===== config.mk =====
export PLATFORM = sky130hd
export DESIGN_NAME = dpid_ctrl
export DESIGN_NICKNAME = d
export VERILOG_FILES = /design/src/hw/rtl/dpid_pkg.sv /design/src/hw/rtl/dpid_ctrl.sv
export SDC_FILE = /design/constraint.sdc
export NUM_CORES = 1
export LEC_CHECK = 0
export ABC_AREA = 1
export CAP_MARGIN = 20
export CORE_MARGIN = 2
export CORE_UTILIZATION = 32
export DETAILED_ROUTE_END_ITERATION = 12
export DONT_BUFFER_PORTS = 1
export REMOVE_ABC_BUFFERS = 1
export SKIP_CTS_REPAIR_TIMING = 1
export SLEW_MARGIN = 20
export SYNTH_ARGS = -nofsm -noshare
export SYNTH_HDL_FRONTEND = slang
export SYNTH_SLANG_ARGS = --single-unit

===== constraint.sdc =====
create_clock -name clk -period 2.1 [get_ports clk]
set_input_delay 0.63 -clock clk [delete_from_list [all_inputs] [get_ports clk]]
set_output_delay 0.63 -clock clk [all_outputs]
set_load 0.05 [all_outputs]

===== src/hw/rtl/dpid_pkg.sv =====
// Shared types, constants and helper functions for the distance PID controller.
// No dependencies; used by dpid_ctrl, dpid_datapath, the top level and the bench.
`default_nettype none

package dpid_pkg;

	localparam int DATA_W    = 32;
	localparam int GAIN_W    = 31;
	localparam int WLEN_W    = 8;
	localparam int CFG_IDX_W = 3;
	localparam int FRAC_W    = 16;
	localparam int TGT_SHIFT = 18;
	localparam int MUL_W     = 33;
	localparam int PROD_W    = 64;
	localparam int DMAG_W    = 23;
	localparam int DIFF_W    = 20;
	localparam int DIV_SHIFT = 28;
	localparam int DIFF_LIMIT = 327680;

	localparam logic signed [PROD_W-1:0] TARGET_BASE = 64'sd1966080;
	localparam logic signed [DATA_W-1:0] SAT_MAX = 32'sh7FFF_FFFF;
	localparam logic signed [DATA_W-1:0] SAT_MIN = 32'sh8000_0000;

	localparam logic [CFG_IDX_W-1:0] REG_KP      = 3'd0;
	localparam logic [CFG_IDX_W-1:0] REG_KI_DT   = 3'd1;
	localparam logic [CFG_IDX_W-1:0] REG_KD_DT   = 3'd2;
	localparam logic [CFG_IDX_W-1:0] REG_OUT_MAX = 3'd3;
	localparam logic [CFG_IDX_W-1:0] REG_OUT_MIN = 3'd4;
	localparam logic [CFG_IDX_W-1:0] REG_WIN_LEN = 3'd5;

	localparam logic [GAIN_W-1:0]        KP_RST      = 31'd3277;
	localparam logic [GAIN_W-1:0]        KI_DT_RST   = 31'd13;
	localparam logic [GAIN_W-1:0]        KD_DT_RST   = 31'd163840;
	localparam logic signed [DATA_W-1:0] OUT_MAX_RST = 32'sd327680;
	localparam logic signed [DATA_W-1:0] OUT_MIN_RST = -32'sd327680;
	localparam logic [WLEN_W-1:0]        WIN_LEN_RST = 8'd100;

	typedef enum logic [4:0] {
		ST_IDLE,
		ST_TGT_MUL,
		ST_TGT_SAT,
		ST_ERR,
		ST_P_MUL,
		ST_P_CLAMP,
		ST_DIV_MUL,
		ST_DIV_FIX,
		ST_D_MUL,
		ST_D_CLAMP,
		ST_DROP_RD,
		ST_DROP_SUB,
		ST_RING_WR,
		ST_ILO_MUL,
		ST_IHI_MUL,
		ST_I_ADD,
		ST_I_CLAMP,
		ST_OUT
	} state_t;

	typedef enum logic [4:0] {
		OP_NONE,
		OP_LOAD,
		OP_TGT_MUL,
		OP_TGT_SAT,
		OP_ERR,
		OP_P_MUL,
		OP_P_CLAMP,
		OP_DIV_MUL,
		OP_DIV_FIX,
		OP_D_MUL,
		OP_D_CLAMP,
		OP_DROP_RD,
		OP_DROP_SUB,
		OP_RING_WR,
		OP_ILO_MUL,
		OP_IHI_MUL,
		OP_I_ADD,
		OP_I_CLAMP,
		OP_OUT_LOAD
	} dp_op_t;

	typedef struct packed {
		dp_op_t op;
	} dp_cmd_t;

	typedef struct packed {
		logic drop_req;
	} dp_status_t;

	function automatic logic signed [DATA_W-1:0] sat32(input logic signed [PROD_W-1:0] x);
		logic signed [DATA_W-1:0] r;
		if (x > PROD_W'(SAT_MAX))
			r = SAT_MAX;
		else if (x < PROD_W'(SAT_MIN))
			r = SAT_MIN;
		else
			r = x[DATA_W-1:0];
		return r;
	endfunction

	// above hi wins over below lo when the bounds cross
	function automatic logic signed [DATA_W-1:0] clamp_out(
		input logic signed [PROD_W-1:0] v,
		input logic signed [DATA_W-1:0] lo,
		input logic signed [DATA_W-1:0] hi
	);
		logic signed [DATA_W-1:0] r;
		if (v > PROD_W'(hi))
			r = hi;
		else if (v < PROD_W'(lo))
			r = lo;
		else
			r = v[DATA_W-1:0];
		return r;
	endfunction

endpackage

`default_nettype wire


===== src/hw/rtl/dpid_ctrl.sv =====
// Sequencer for the distance PID controller: walks one item through the datapath.
// Depends on dpid_pkg for the state, command and status types.
`default_nettype none

module dpid_ctrl (
	input  wire                   clk,
	input  wire                   arst_n,
	input  wire                   in_valid,
	output logic                  in_ready,
	output logic                  out_valid,
	input  wire                   out_ready,
	output dpid_pkg::dp_cmd_t     cmd,
	input  dpid_pkg::dp_status_t  status
);
	import dpid_pkg::*;

	state_t state_q;
	state_t state_d;
	logic   out_valid_q;
	logic   out_free;

	assign out_free  = !out_valid_q || out_ready;
	assign out_valid = out_valid_q;

	always_comb begin
		state_d = state_q;
		case (state_q)
			ST_IDLE:     if (in_valid) state_d = ST_TGT_MUL;
			ST_TGT_MUL:  state_d = ST_TGT_SAT;
			ST_TGT_SAT:  state_d = ST_ERR;
			ST_ERR:      state_d = ST_P_MUL;
			ST_P_MUL:    state_d = ST_P_CLAMP;
			ST_P_CLAMP:  state_d = ST_DIV_MUL;
			ST_DIV_MUL:  state_d = ST_DIV_FIX;
			ST_DIV_FIX:  state_d = ST_D_MUL;
			ST_D_MUL:    state_d = ST_D_CLAMP;
			ST_D_CLAMP:  state_d = status.drop_req ? ST_DROP_RD : ST_RING_WR;
			ST_DROP_RD:  state_d = ST_DROP_SUB;
			ST_DROP_SUB: state_d = status.drop_req ? ST_DROP_RD : ST_RING_WR;
			ST_RING_WR:  state_d = ST_ILO_MUL;
			ST_ILO_MUL:  state_d = ST_IHI_MUL;
			ST_IHI_MUL:  state_d = ST_I_ADD;
			ST_I_ADD:    state_d = ST_I_CLAMP;
			ST_I_CLAMP:  state_d = ST_OUT;
			ST_OUT:      if (out_free) state_d = ST_IDLE;
			default:     state_d = ST_IDLE;
		endcase
	end

	always_comb begin
		in_ready = 1'b0;
		cmd.op   = OP_NONE;
		case (state_q)
			ST_IDLE: begin
				in_ready = 1'b1;
				if (in_valid) cmd.op = OP_LOAD;
			end
			ST_TGT_MUL:  cmd.op = OP_TGT_MUL;
			ST_TGT_SAT:  cmd.op = OP_TGT_SAT;
			ST_ERR:      cmd.op = OP_ERR;
			ST_P_MUL:    cmd.op = OP_P_MUL;
			ST_P_CLAMP:  cmd.op = OP_P_CLAMP;
			ST_DIV_MUL:  cmd.op = OP_DIV_MUL;
			ST_DIV_FIX:  cmd.op = OP_DIV_FIX;
			ST_D_MUL:    cmd.op = OP_D_MUL;
			ST_D_CLAMP:  cmd.op = OP_D_CLAMP;
			ST_DROP_RD:  cmd.op = OP_DROP_RD;
			ST_DROP_SUB: cmd.op = OP_DROP_SUB;
			ST_RING_WR:  cmd.op = OP_RING_WR;
			ST_ILO_MUL:  cmd.op = OP_ILO_MUL;
			ST_IHI_MUL:  cmd.op = OP_IHI_MUL;
			ST_I_ADD:    cmd.op = OP_I_ADD;
			ST_I_CLAMP:  cmd.op = OP_I_CLAMP;
			ST_OUT:      if (out_free) cmd.op = OP_OUT_LOAD;
			default:     cmd.op = OP_NONE;
		endcase
	end

	always_ff @(posedge clk or negedge arst_n) begin
		if (!arst_n) begin
			state_q     <= ST_IDLE;
			out_valid_q <= 1'b0;
		end else begin
			state_q <= state_d;
			if (state_q == ST_OUT && out_free)
				out_valid_q <= 1'b1;
			else if (out_ready)
				out_valid_q <= 1'b0;
		end
	end

endmodule

`default_nettype wire


==> metrics <==
outcome complete, no violations; Die Wd 42.9 um; CP cell instances inv_4 > nand2_4 > inv_2 > nand3_1 > nand2_2 > nor2_4 > nand2_2 > buf_12; Crit-path slowest cell dfrtp_2; layout cells sized above 1 0.550; Clk Latency, worst-skew pair 250 ps; max-slew violations 0; Syn Area/Cell 5.82 um2; period utilisation layout 0.978; TritonCTS clock tree yes; Max Cap Viol 0; final setup vio count 0; hpwl dp 886 um; commonest non-fill, non-tap cell in the layout nand2_1; clk root buf clkbuf_4; CP Data Arrival Time 1420 ps; routed wire length 1370 um; Nets 107; worst min-delay path class in2async; synth top area cells dfrtp_1, nand2_1, inv_1; Inserted Diodes 0; grt total ovfl 0; uppermost layer routed met3; via count 565; Ys Warns 0; H-tree depth 1; crit-path max cell delay 470 ps; Final Hold Vio Count 0; sequential area share after synthesis 0.311; Tot GR Track Use 0.135; Clock Path Buffers 2; Cell Rows 14; routability cong. 0.883; core area 1450 um2; clk sinks 6; worst r2r src state_q[1]; vias in the first global route 492; pin count of the biggest net entering global routing 13; Worst Path Required 1470 ps; Metal-1 WL 610 um; Cell variety after synth 15; Worst Setup End Kind output port; drt drc 0; Critical Path Most Common Cell nand2_2; Die Height 42.9 um; Layout area overhead 65.3%; commonest cells after routing, fill and taps aside nand2_1, inv_1, nand2_2, buf_4; clk slew on worst S/H paths 50 ps; routed length on met3 66 um; PortBufs 0; critical path launch point type flop; detailed-route wire length per cell 11.8 um; DRT Pass-1 Iters 4; crit path launch state_q[1]; initial antenna violation count 0; die area 1840 um2; antenna viol nets, final 0; critical path fanouts, max 5; Synth Register Bits 6; cell count after synthesis 83; area leader, netlist dfrtp_1; # IOs 12; TritonCTS Buffers 3; vias per cell 4.87; setup TNS 0 ps; critical setup path kind reg2out; met2 WL 694 um; Tmin final 2050 ps; maximum clock frequency 0.487 GHz; 1st-iter DRT viols 12; first-pass GRT wire length 1890 um; post-synthesis cell area 483 um2; RSZ-0062 raised after global routing true; post-synth top area share 0.311; Relative slew margins 0.837; Worst Skew 9.34 ps; Slew @ Worst Pin 245 ps; Starting Density 0.332
flip-flops by register name (all words and copies together) (netlist names):
name       count
state_q        5
out_valid      1
cell families after synthesis:
| logic type | synth area share |
|---|---|
| simple gates | 0.477 |
| buf+inv | 0.127 |
| flops | 0.311 |
| compound gates | 0.0855 |
area by class of cell:
class,instances,area [um2]
fillers,143,656
multi-input cells,62,389
repair buffers,16,159
clock buffers,3,22.5
well taps,16,20.0
inverters,13,51.3
flip-flops and latches,6,156
worst paths after layout:
path | endpoint | slack [ps] | depth (start not counted)
setup / recovery | cmd[1] | 50 | 8
hold / removal | state_q[4] | 70 | 0
setup reg to reg | state_q[1] | 900 | 8
hold reg to reg | state_q[4] | 670 | 4
max in group asynchronous | state_q[0] | 1940 | 0
min in group clk | state_q[1] | 500 | 2
cells in the mapped netlist:
master	count
inv_1	12
nor2_1	12
dfrtp_1	6
nor2_2	2
nand3_1	8
nand2_1	31
a211oi_1	1
a21oi_1	2
buf_4	1
o21ai_2	1
buf_2	1
nand4_1	1
nor3_1	2
o211ai_1	2
inv_2	1
metrics by stage:
stage	cells	area, um2	hold slack (ps)	utilization	setup WS, ps
floorplan	81	470	334	-	170
global placement	104	556	335	0.382	191
detailed placement	104	556	335	0.382	172
CTS	107	578	69.1	0.398	-95.6
global route	116	798	59.5	0.549	-21.4
finish	116	798	74.4	0.549	45.7
worst max-delay path: cells and delay by family (launching register included):
kind          cells  cell delay [ps]
buf+inv           3              330
flops             1              470
simple gates      5              370
per-layer routing:
metal | vias to the layer above | GRT usage
met4 | 0 | 0.0375
met5 | - | 0
met1 | 255 | 0.170
li1 | 296 | -
met3 | 0 | 0.0383
met2 | 14 | 0.221
Power is left out: the tool's default activity adds up to more than one toggle a clock period on the data nets, which glitch-free logic cannot reach.
